$ cat src/hw/rtl/i2cwm_pkg.sv
// ----------------------------------------------------------------------------
// i2cwm_pkg
// Shared types and constants for the write-only I2C line event generator.
// ----------------------------------------------------------------------------
package i2cwm_pkg;

    localparam int OP_W       = 2;
    localparam int ADDR_W     = 7;
    localparam int DATA_W     = 8;
    // data bits per byte; the bit counter reaching this value marks the acknowledge slot
    localparam int BYTE_BITS  = 8;
    localparam int BIT_CNT_W  = 4;

    typedef enum logic [1:0] {
        OP_START = 2'd0,
        OP_DATA  = 2'd1,
        OP_STOP  = 2'd2,
        OP_NONE  = 2'd3
    } t_op;

    typedef enum logic [1:0] {
        PH_IDLE  = 2'd0,
        PH_START = 2'd1,
        PH_BYTE  = 2'd2,
        PH_STOP  = 2'd3
    } t_phase;

    // command as queued between front and back; payload is the byte to shift
    typedef struct packed {
        t_op               op;
        logic [DATA_W-1:0] payload;
    } t_cmd;

    // one line event
    typedef struct packed {
        logic sda;
        logic scl;
        logic hold;
        logic last;
    } t_event;

endpackage

$ cat src/hw/rtl/i2cwm_front.sv
// ----------------------------------------------------------------------------
// i2cwm_front
// Accepts commands, drops the unused opcode, forms the byte to send and
// queues the command in a two-entry queue for the sequencer.
// ----------------------------------------------------------------------------
module i2cwm_front (
    input  logic                          i_clk,
    input  logic                          i_rst_n,
    input  logic                          i_valid,
    output logic                          o_ready,
    input  logic [i2cwm_pkg::OP_W-1:0]    i_op,
    input  logic [i2cwm_pkg::ADDR_W-1:0]  i_addr,
    input  logic [i2cwm_pkg::DATA_W-1:0]  i_data,
    output logic                          o_cmd_valid,
    input  logic                          i_cmd_ready,
    output i2cwm_pkg::t_cmd               o_cmd
);

    i2cwm_pkg::t_cmd r_mem [2];
    logic            r_wptr;
    logic            r_rptr;
    logic [1:0]      r_count;

    i2cwm_pkg::t_op  op;
    i2cwm_pkg::t_cmd cmd_in;
    logic            push;
    logic            pop;

    assign op      = i2cwm_pkg::t_op'(i_op);
    assign o_ready = (r_count != 2'd2);
    assign push    = i_valid && o_ready && (op != i2cwm_pkg::OP_NONE);
    assign pop     = o_cmd_valid && i_cmd_ready;

    assign o_cmd_valid = (r_count != 2'd0);
    assign o_cmd       = r_mem[r_rptr];

    always_comb begin
        cmd_in.op = op;
        // address goes out shifted left with the write bit clear
        if (op == i2cwm_pkg::OP_START) begin
            cmd_in.payload = {i_addr, 1'b0};
        end else begin
            cmd_in.payload = i_data;
        end
    end

    always_ff @(posedge i_clk) begin
        if (push) begin
            r_mem[r_wptr] <= cmd_in;
        end
    end

    always_ff @(posedge i_clk) begin
        if (!i_rst_n) begin
            r_wptr  <= 1'b0;
            r_rptr  <= 1'b0;
            r_count <= 2'd0;
        end else begin
            if (push) begin
                r_wptr <= ~r_wptr;
            end
            if (pop) begin
                r_rptr <= ~r_rptr;
            end
            if (push && !pop) begin
                r_count <= r_count + 2'd1;
            end else if (pop && !push) begin
                r_count <= r_count - 2'd1;
            end
        end
    end

endmodule

$ cat src/hw/rtl/i2cwm_back.sv
// ----------------------------------------------------------------------------
// i2cwm_back
// Line event sequencer: walks start, byte and stop sequences, tracks the
// line levels, paces events by the bus hold timer and registers the output.
// ----------------------------------------------------------------------------
module i2cwm_back #(
    parameter int HOLD_CYCLES = 8
) (
    input  logic               i_clk,
    input  logic               i_rst_n,
    input  logic               i_cmd_valid,
    output logic               o_cmd_ready,
    input  i2cwm_pkg::t_cmd    i_cmd,
    output logic               o_valid,
    input  logic               i_ready,
    output i2cwm_pkg::t_event  o_event
);

    localparam int TMR_W = $clog2(HOLD_CYCLES + 1);

    i2cwm_pkg::t_phase                   r_phase, n_phase;
    logic [1:0]                          r_sub, n_sub;
    logic [i2cwm_pkg::BIT_CNT_W-1:0]     r_bit, n_bit;
    logic [i2cwm_pkg::DATA_W-1:0]        r_shift, n_shift;
    logic                                r_sda, r_scl;
    logic [TMR_W-1:0]                    r_timer;
    logic                                r_o_vld;
    i2cwm_pkg::t_event                   r_o_evt;

    i2cwm_pkg::t_event ev;
    logic              gen;
    logic              is_ack;

    assign o_cmd_ready = (r_phase == i2cwm_pkg::PH_IDLE);
    assign gen = (r_phase != i2cwm_pkg::PH_IDLE) && (r_timer == '0)
                 && (!r_o_vld || i_ready);
    assign is_ack = (r_bit == i2cwm_pkg::BIT_CNT_W'(i2cwm_pkg::BYTE_BITS));

    assign o_valid = r_o_vld;
    assign o_event = r_o_evt;

    always_comb begin
        n_phase = r_phase;
        n_sub   = r_sub;
        n_bit   = r_bit;
        n_shift = r_shift;
        ev.sda  = r_sda;
        ev.scl  = r_scl;
        ev.hold = 1'b1;
        ev.last = 1'b0;
        unique case (r_phase)
            i2cwm_pkg::PH_IDLE: begin
                if (i_cmd_valid) begin
                    n_sub   = 2'd0;
                    n_bit   = '0;
                    n_shift = i_cmd.payload;
                    unique case (i_cmd.op)
                        i2cwm_pkg::OP_START: n_phase = i2cwm_pkg::PH_START;
                        i2cwm_pkg::OP_DATA:  n_phase = i2cwm_pkg::PH_BYTE;
                        i2cwm_pkg::OP_STOP:  n_phase = i2cwm_pkg::PH_STOP;
                        default:             n_phase = i2cwm_pkg::PH_IDLE;
                    endcase
                end
            end
            i2cwm_pkg::PH_START: begin
                unique case (r_sub)
                    2'd0: begin
                        ev.sda = 1'b1;
                        ev.hold = 1'b0;
                    end
                    2'd1: ev.scl = 1'b1;
                    2'd2: ev.sda = 1'b0;
                    default: ev.scl = 1'b0;
                endcase
                if (gen) begin
                    if (r_sub == 2'd3) begin
                        n_phase = i2cwm_pkg::PH_BYTE;
                        n_sub   = 2'd0;
                        n_bit   = '0;
                    end else begin
                        n_sub = r_sub + 2'd1;
                    end
                end
            end
            i2cwm_pkg::PH_BYTE: begin
                unique case (r_sub)
                    2'd0: begin
                        // acknowledge slot releases SDA and holds
                        ev.sda  = is_ack ? 1'b1 : r_shift[i2cwm_pkg::DATA_W-1];
                        ev.hold = is_ack;
                    end
                    2'd1: ev.scl = 1'b1;
                    default: begin
                        ev.scl  = 1'b0;
                        ev.last = is_ack;
                    end
                endcase
                if (gen) begin
                    if (r_sub == 2'd2) begin
                        n_sub = 2'd0;
                        if (is_ack) begin
                            n_phase = i2cwm_pkg::PH_IDLE;
                        end else begin
                            n_bit   = r_bit + 1'b1;
                            n_shift = {r_shift[i2cwm_pkg::DATA_W-2:0], 1'b0};
                        end
                    end else begin
                        n_sub = r_sub + 2'd1;
                    end
                end
            end
            default: begin
                unique case (r_sub)
                    2'd0: begin
                        ev.sda  = 1'b0;
                        ev.hold = 1'b0;
                    end
                    2'd1: ev.scl = 1'b1;
                    default: begin
                        ev.sda  = 1'b1;
                        ev.hold = 1'b0;
                        ev.last = 1'b1;
                    end
                endcase
                if (gen) begin
                    if (r_sub == 2'd2) begin
                        n_phase = i2cwm_pkg::PH_IDLE;
                        n_sub   = 2'd0;
                    end else begin
                        n_sub = r_sub + 2'd1;
                    end
                end
            end
        endcase
    end

    always_ff @(posedge i_clk) begin
        if (!i_rst_n) begin
            r_phase <= i2cwm_pkg::PH_IDLE;
            r_sub   <= 2'd0;
            r_bit   <= '0;
            r_sda   <= 1'b1;
            r_scl   <= 1'b1;
            r_timer <= '0;
            r_o_vld <= 1'b0;
        end else begin
            r_phase <= n_phase;
            r_sub   <= n_sub;
            r_bit   <= n_bit;
            if (gen) begin
                r_sda   <= ev.sda;
                r_scl   <= ev.scl;
                r_o_vld <= 1'b1;
            end else if (i_ready) begin
                r_o_vld <= 1'b0;
            end
            if (gen && ev.hold) begin
                r_timer <= TMR_W'(HOLD_CYCLES);
            end else if (r_timer != '0) begin
                r_timer <= r_timer - 1'b1;
            end
        end
    end

    always_ff @(posedge i_clk) begin
        r_shift <= n_shift;
        if (gen) begin
            r_o_evt <= ev;
        end
    end

endmodule

$ cat src/hw/rtl/i2c_write_master_bitbang_top.sv
// ----------------------------------------------------------------------------
// i2c_write_master_bitbang_top
// Write-only I2C master: commands in, SDA/SCL line events out.
// ----------------------------------------------------------------------------
//  Channel   Dir  Carries
//  s_axis    in   command: operation, device address, data byte
//  m_axis    out  line event: SDA, SCL, hold flag; tlast on final event
//
//  Events: start gives 31 events, data byte 27, stop 3. An event flagged
//  hold loads the hold timer with HOLD_CYCLES, and the next event waits
//  until the timer has run out. Picking up a command passes through the
//  idle phase, a step hidden when the previous command ended on a held
//  event.
//  Reset puts both lines released high and empties the command queue.
//  A two-entry command queue lets the input run ahead of the sequencer;
//  output stalls freeze the sequencer, the hold timer keeps counting.
//  Operation 3 is accepted and discarded without any event.
// ----------------------------------------------------------------------------
module i2c_write_master_bitbang_top #(
    parameter int HOLD_CYCLES = 8
) (
    input  logic        i_clk,
    input  logic        i_rst_n,
    input  logic        s_axis_tvalid,
    output logic        s_axis_tready,
    // [1:0] operation, [8:2] device_address, [16:9] data_byte, [23:17] zero
    input  logic [23:0] s_axis_tdata,
    output logic        m_axis_tvalid,
    input  logic        m_axis_tready,
    // [0] sda_line, [1] scl_line, [2] hold_after, [7:3] zero
    output logic [7:0]  m_axis_tdata,
    output logic        m_axis_tlast
);

    logic              cmd_valid;
    logic              cmd_ready;
    i2cwm_pkg::t_cmd   cmd;
    i2cwm_pkg::t_event evt;

    // front end: accept, classify and queue commands
    i2cwm_front u_front (
        .i_clk       (i_clk),
        .i_rst_n     (i_rst_n),
        .i_valid     (s_axis_tvalid),
        .o_ready     (s_axis_tready),
        .i_op        (s_axis_tdata[1:0]),
        .i_addr      (s_axis_tdata[8:2]),
        .i_data      (s_axis_tdata[16:9]),
        .o_cmd_valid (cmd_valid),
        .i_cmd_ready (cmd_ready),
        .o_cmd       (cmd)
    );

    // back end: event sequencer with bus hold pacing
    i2cwm_back #(
        .HOLD_CYCLES (HOLD_CYCLES)
    ) u_back (
        .i_clk       (i_clk),
        .i_rst_n     (i_rst_n),
        .i_cmd_valid (cmd_valid),
        .o_cmd_ready (cmd_ready),
        .i_cmd       (cmd),
        .o_valid     (m_axis_tvalid),
        .i_ready     (m_axis_tready),
        .o_event     (evt)
    );

    assign m_axis_tdata = {5'b0, evt.hold, evt.scl, evt.sda};
    assign m_axis_tlast = evt.last;

endmodule

$ cat config.mk
export PLATFORM = sky130hd
export DESIGN_NAME = i2c_write_master_bitbang_top
export DESIGN_NICKNAME = d
export VERILOG_FILES = /design/src/hw/rtl/i2cwm_pkg.sv /design/src/hw/rtl/i2cwm_front.sv /design/src/hw/rtl/i2cwm_back.sv /design/src/hw/rtl/i2c_write_master_bitbang_top.sv
export SDC_FILE = /design/constraint.sdc
export NUM_CORES = 1
export LEC_CHECK = 0
export BUFFER_PORTS_ARGS = -buffer_cell sky130_fd_sc_hd__buf_4
export CAP_MARGIN = 20
export CORE_MARGIN = 1.5
export CORE_UTILIZATION = 51
export DETAILED_ROUTE_END_ITERATION = 12
export GPL_ROUTABILITY_DRIVEN = 0
export PLACE_DENSITY = 0.81
export SLEW_MARGIN = 0
export SYNTH_ARGS = -nofsm -noshare
export SYNTH_HDL_FRONTEND = slang
export SYNTH_HIERARCHICAL = 1
export SYNTH_SLANG_ARGS = --single-unit
$ cat constraint.sdc
create_clock -name i_clk -period 2.75 [get_ports i_clk]
set_input_delay 0.275 -clock i_clk [delete_from_list [all_inputs] [get_ports i_clk]]
set_output_delay 0.275 -clock i_clk [all_outputs]
set_load 0.01 [all_outputs]
== After elaboration in Yosys (flattened, before gate mapping) ==
Memories as Yosys holds them, arrays and structs flattened. A register that Yosys moved wholly into a read port is not among the register bits.
Cells that the tools add are included.
Storage, ports and cells
  output and inout bits: 11
  bits of input ports: 28
  register bits after elaboration: 31
  word-level logic and storage cells: 130
  memories: 1
  memory bits (writable): 20
Memories
  u_front.r_mem: depth 2, bits a word 10, read ports 1, clocked after Yosys merged registers in 1, write ports 1, RTL line i2cwm_front.sv:19  | i2cwm_pkg::t_cmd r_mem [2];
Operators by class
  muxes and demuxes: 53
  eq/ne operators: 17
  bitwise operators: 3
  reduce and logical (&&, ||, !) cells: 35
  add/subtract/negate cells: 5
Operator list (count)
  $mux 8: 5
  $mux 4: 8
  $mux 2: 15
  $pmux 8 s2: 1
  $mux 1: 14
  $reduce_bool 2->1: 7
  $ne 2x1->1 const B: 6
  $pmux 2 s3: 2
  $pmux 4 s3: 1
  $pmux 1 s2: 5
  $pmux 3 s3: 1
  $eq 2x2->1 const B: 4
  $logic_and 1x1->1: 8
  $logic_not 2->1: 4
  $reduce_and 8->1: 1
  $reduce_or 2->1: 4
  $reduce_and 7->1: 1
  $eq 2x1->1 const B: 3
  $ne 2x2->1 const B: 3
  $reduce_bool 3->1: 2
  $reduce_and 5->1: 1
  $add 2x1->2 const B: 2
  $add 4x1->4 const B: 1
  $eq 4x4->1 const B: 1
  other kinds (9): 13

== Logic depth before layout (Yosys ltp) ==
  depth in word-level cells: 7
  depth in mapped cells: 8
  gate-level depth less buffers: 7

== Modules after synthesis ==
The synthesis kept the hierarchy.
By module, submodules not included
  i2cwm_back: times used 1, area an instance 1564.0 sq um, seq. area each 660.6 sq um, cells each 175
  i2cwm_front: times used 1, area an instance 1051.0 sq um, seq. area each 700.7 sq um, cells each 65
  i2c_write_master_bitbang_top: times used 1, area an instance 41.3 sq um, seq. area each 0.0 sq um, cells each 6

== Worst setup path before layout ==
Ideal clock, no wire load.
  kind: reg2reg
  start: register u_back.r_timer[0]
  end: register u_back.r_phase[1]
  path buffers: 0
  cell stages (with the launch flop): 7
  path slack: 0.641 ns
  data arrival time: 1.991 ns
  required time: 2.633 ns
  period minus slack after synthesis: 2.109 ns
  setup time: 0.117 ns
  cells stage by stage: dfxtp_1 > inv_1 > ha_1 > or3b_4 > o31a_1 > or4_1 > a32o_1
On the way
  longest elaborated chain between the ends: 5
  elaborated cells on any way between the ends: 7
  those cells by class: 2 x eq/ne; 5 x reduce/logical
RTL lines
  start: declaration: RTL line i2cwm_back.sv:26  | logic [TMR_W-1:0] r_timer;
  start signal: assignment: RTL line i2cwm_back.sv:158  | r_timer <= TMR_W'(HOLD_CYCLES);
  start signal: assignment: RTL line i2cwm_back.sv:160  | r_timer <= r_timer - 1'b1;
  $logic_not 4->1 *: RTL line i2cwm_back.sv:35  | assign gen = (r_phase != i2cwm_pkg::PH_IDLE) && (r_timer == '0)
  $logic_and 1x1->1 *: RTL line i2cwm_back.sv:35
  $logic_and 1x1->1 *: RTL line i2cwm_back.sv:36  | && (!r_o_vld || i_ready);
  $ne 2x1->1 (no source line) / $reduce_bool 2->1 (equally long branches)
  $reduce_and 8->1 (no source line) *
  end signal: assignment: RTL line i2cwm_back.sv:139  | r_phase <= i2cwm_pkg::PH_IDLE;
  end signal: assignment: RTL line i2cwm_back.sv:147  | r_phase <= n_phase;
  end: declaration: RTL line i2cwm_back.sv:21  | i2cwm_pkg::t_phase r_phase, n_phase;
Every way passes the cells marked *; elsewhere a longest branch is shown, timed or not.
A chain may end at the register's enable or synchronous reset.

== Final worst setup path ==
Ends and elaborated chain as after synthesis.

==> impl_metrics.csv <==
group,metric,value,unit
status,outcome,"completed",
route,viasPerCell,5.50,
route,via_count,1893,
critical_path,arrival,2.46,ns
placed_design,dpl_cell_area,2910,sq um
die,rows,26,
sta,worst_clock_skew,0.00844,ns
yosys,syn_area_per_cell,10.8,sq um
power,max-vdd-ir-drop,573,uV
die,core-area,5070,sq um
layout,antennaDiodeCount,0,
die,dieHeight,75.2,microns
route,drt_iter0_drc,146,
global_routing,grt_antenna_before_repair,0,
route,wl,4.59,mm
sta,hold_viol,0,
power,p_leak,1.18,nW
yosys,ys_seq_area_share,51.2,%
min_path,min_path_type,"in2reg",
global_routing,grt.total_usage,18.2,%
sta,fin_crit_sh,82.2,%
critical_path,path_max_fanout,5,
sta,finalSetupTns,0,ns
sta,tightest_slew,0.609,ns
yosys,yosysUniqueCellTypes,54,
sta,fmax,443,MHz
yosys,synth_edf_count,32,
die,die_width,75.2,microns
clock_tree,cts_resized,0,
clock_tree,clkSlewWorstSetupHoldPaths,0.10,ns
sta,relSlewSlack,59.4,%
layout,fin_util,59.2,%
critical_path,cp-start-kind,"flop",
placed_design,dp_hpwl,3.32,mm
route,ant_nets,0,
die,ios,39,
clock_tree,cts_inserted_buffers,5,
die,initial_core_util,52.3,%
sta,whs,0.184,ns
min_path,min_to,"u_front/r_mem[1][9]",
clock_tree,max-clock-path-buffers,2,
layout,syn_to_final_growth,13.2,%
yosys,syn_inst,246,
clock_tree,root_buffer,"clkbuf_8",
placed_design,port_buffers,26,
critical_path,r2r_cells,6,
power,p_per_area,974,nW/um^2
min_path,worstHoldPathCells,1,
yosys,synthesis.area,2660,sq um
clock_tree,htreeDepth,2,
die,die-area,5650,sq um
clock_tree,clkSinkCount,52,
layout,fin_area,3010,sq um
yosys,ys_warn_count,6,
critical_path,worstReg2RegEnd,"u_back/r_phase[1]",
critical_path,r2r_start,"u_back/r_timer[0]",
sta,fin_crit,2.26,ns
layout,fillCellCount,418,
power,finalPower,2.93,mW
yosys,synth_ff_type,"edfxtp_1",
min_path,hold_start,"s_axis_tdata[1]",
yosys,ys_async_sr_fraction,0,%
critical_path,end_kind,"flop",
sta,rsz0062_at_grt,"no",
clock_tree,cts_hold_buf,0,
clock_tree,cts_tree,"built",
critical_path,worstPathRequired,2.95,ns
sta,finalMaxSlewViolations,0,
layout,nets,313,
clock_tree,insertion_delay,0.30,ns
route,drcViolationCount,0,
sta,finalSetupViolCount,0,
global_routing,overflow,0,
global_routing,grt_pass1_vias,1688,
clock_tree,post-cts-setup-buffers,0,
layout,drive_gt1_share,16.1,%
global_routing,grt_pass1_wl,7.65,mm
yosys,ys_seq_elements,52,
critical_path,r2r_slack,0.49,ns
route,dr.pass1.iters,5,
critical_path,crit_type,"reg2reg",
job,maxCapViolCount,0,
global_routing,grt_max_degree,22,
route,wl_per_cell,13.3,microns
power breakdown:
part	switching [mW]	leakage (nW)	internal, mW	total [mW]
Sequential	0.190	0.460	1.08	1.27
Clock	0.259	0.0491	0.187	0.446
Combinational	0.648	0.669	0.562	1.21
cell families (layout without fill, tap and decap cells):
logic type,count (synthesis),after routing,synth area share (%)
AO/OA/AOI/OAI,40,40,10.7
buffers and inverters,28,52,4.71
multiplexers,22,22,9.09
other,1,5,0.141
AND/OR/NAND/NOR,86,86,16.8
flip-flops,52,52,51.2
adder cells (fa/ha/maj),12,12,5.65
XOR/XNOR,5,5,1.65
critical path, cell delays in order, from the launching register on:
cell and delay, ns:
dfxtp_1 0.32, inv_1 0.13, ha_1 0.20, or3b_4 0.41, o31a_1 0.30, or4_1 0.51, a32o_1 0.27
registers in the layout (all words and copies together) (netlist names), named ones only:
name,flops
u_back/r_timer,4
u_front/r_count,2
u_back/r_phase,2
u_back/r_scl,1
u_back/o_valid,1
u_back/r_bit,4
u_back/r_shift,8
u_back/r_sda,1
u_back/r_sub,2
u_front/r_rptr,1
u_front/r_wptr,1
u_front/r_mem,20
u_back/o_event,4
synthesized netlist by cell type (all sizes together) (2+ instances only):
cell type | instances | area, sq um
nor3 | 7 | 35.0
o31ai | 2 | 15.0
nand2 | 29 | 109
nor2 | 14 | 60.1
a21oi | 3 | 15.0
a221oi | 2 | 17.5
inv | 14 | 52.6
edfxtp | 32 | 961
o211ai | 3 | 22.5
clkbuf | 8 | 30.0
mux2i | 5 | 50.1
dfxtp | 20 | 400
or3 | 2 | 13.8
nand2b | 6 | 37.5
nand3 | 3 | 15.0
a31oi | 3 | 18.8
a21o | 3 | 22.5
xnor2 | 4 | 35.0
and3 | 3 | 18.8
o21ai | 8 | 40.0
and2 | 5 | 31.3
a211oi | 3 | 22.5
buf | 6 | 42.5
nand3b | 2 | 15.0
or3b | 2 | 20.0
ha | 12 | 150
a32oi | 2 | 17.5
nor2b | 6 | 37.5
mux2 | 17 | 191
how the worst max path moves through the flow:
stage / from / end / cells after the start
after global placement: u_back/r_timer[0] / u_back/r_phase[1] / 6
after detailed placement: u_back/r_timer[0] / u_back/r_phase[1] / 6
after global routing: u_back/r_timer[0] / u_back/r_phase[1] / 6
after CTS: u_back/r_timer[0] / u_back/r_phase[1] / 6
final: u_back/r_timer[0] / u_back/r_phase[1] / 6
after floorplan: u_back/r_timer[0] / u_back/r_phase[1] / 6
area by class of cell:
cell class | instances | area (sq um) | area share, %
Inverter | 14 | 52.6 | 1.75
Tap cell | 70 | 87.6 | 2.91
Clock inverter | 3 | 26.3 | 0.874
Clock buffer | 5 | 68.8 | 2.29
Timing Repair Buffer | 30 | 225 | 7.49
Sequential cell | 52 | 1360 | 45.3
Multi-Input combinational cell | 170 | 1180 | 39.4
per-stage QoR:
| stage | setup WS [ns] | std cells |
|---|---|---|
| after global routing | 0.421 | 344 |
| after CTS | 0.507 | 344 |
| final | 0.490 | 344 |
| after floorplan | 0.641 | 250 |
| after global placement | 0.586 | 336 |
| after detailed placement | 0.535 | 336 |
placed cells by master (no fill, tap or decap), types with 3 or more instances in the layout:
| cell | count |
|---|---|
| a211oi_1 | 3 |
| a21o_1 | 3 |
| a21oi_1 | 3 |
| a31oi_1 | 3 |
| and2_1 | 5 |
| and3_1 | 3 |
| buf_4 | 30 |
| clkbuf_8 | 5 |
| conb_1 | 5 |
| dfxtp_1 | 20 |
| edfxtp_1 | 32 |
| ha_1 | 12 |
| inv_1 | 14 |
| mux2_1 | 17 |
| mux2i_1 | 5 |
| nand2_1 | 29 |
| nand2b_1 | 6 |
| nand3_1 | 3 |
| nor2_1 | 13 |
| nor2b_1 | 6 |
| nor3_1 | 7 |
| o211ai_1 | 3 |
| o21ai_0 | 7 |
| xnor2_1 | 4 |
layer usage:
metal / global-route usage (%) / wire length [microns]
met4: 5.56 / 53
met3: 4.69 / 255
met1: 24.4 / 2000
met2: 29.2 / 2280
met5: 0 / 0
Note: power is estimated with default switching activity, not from simulation.
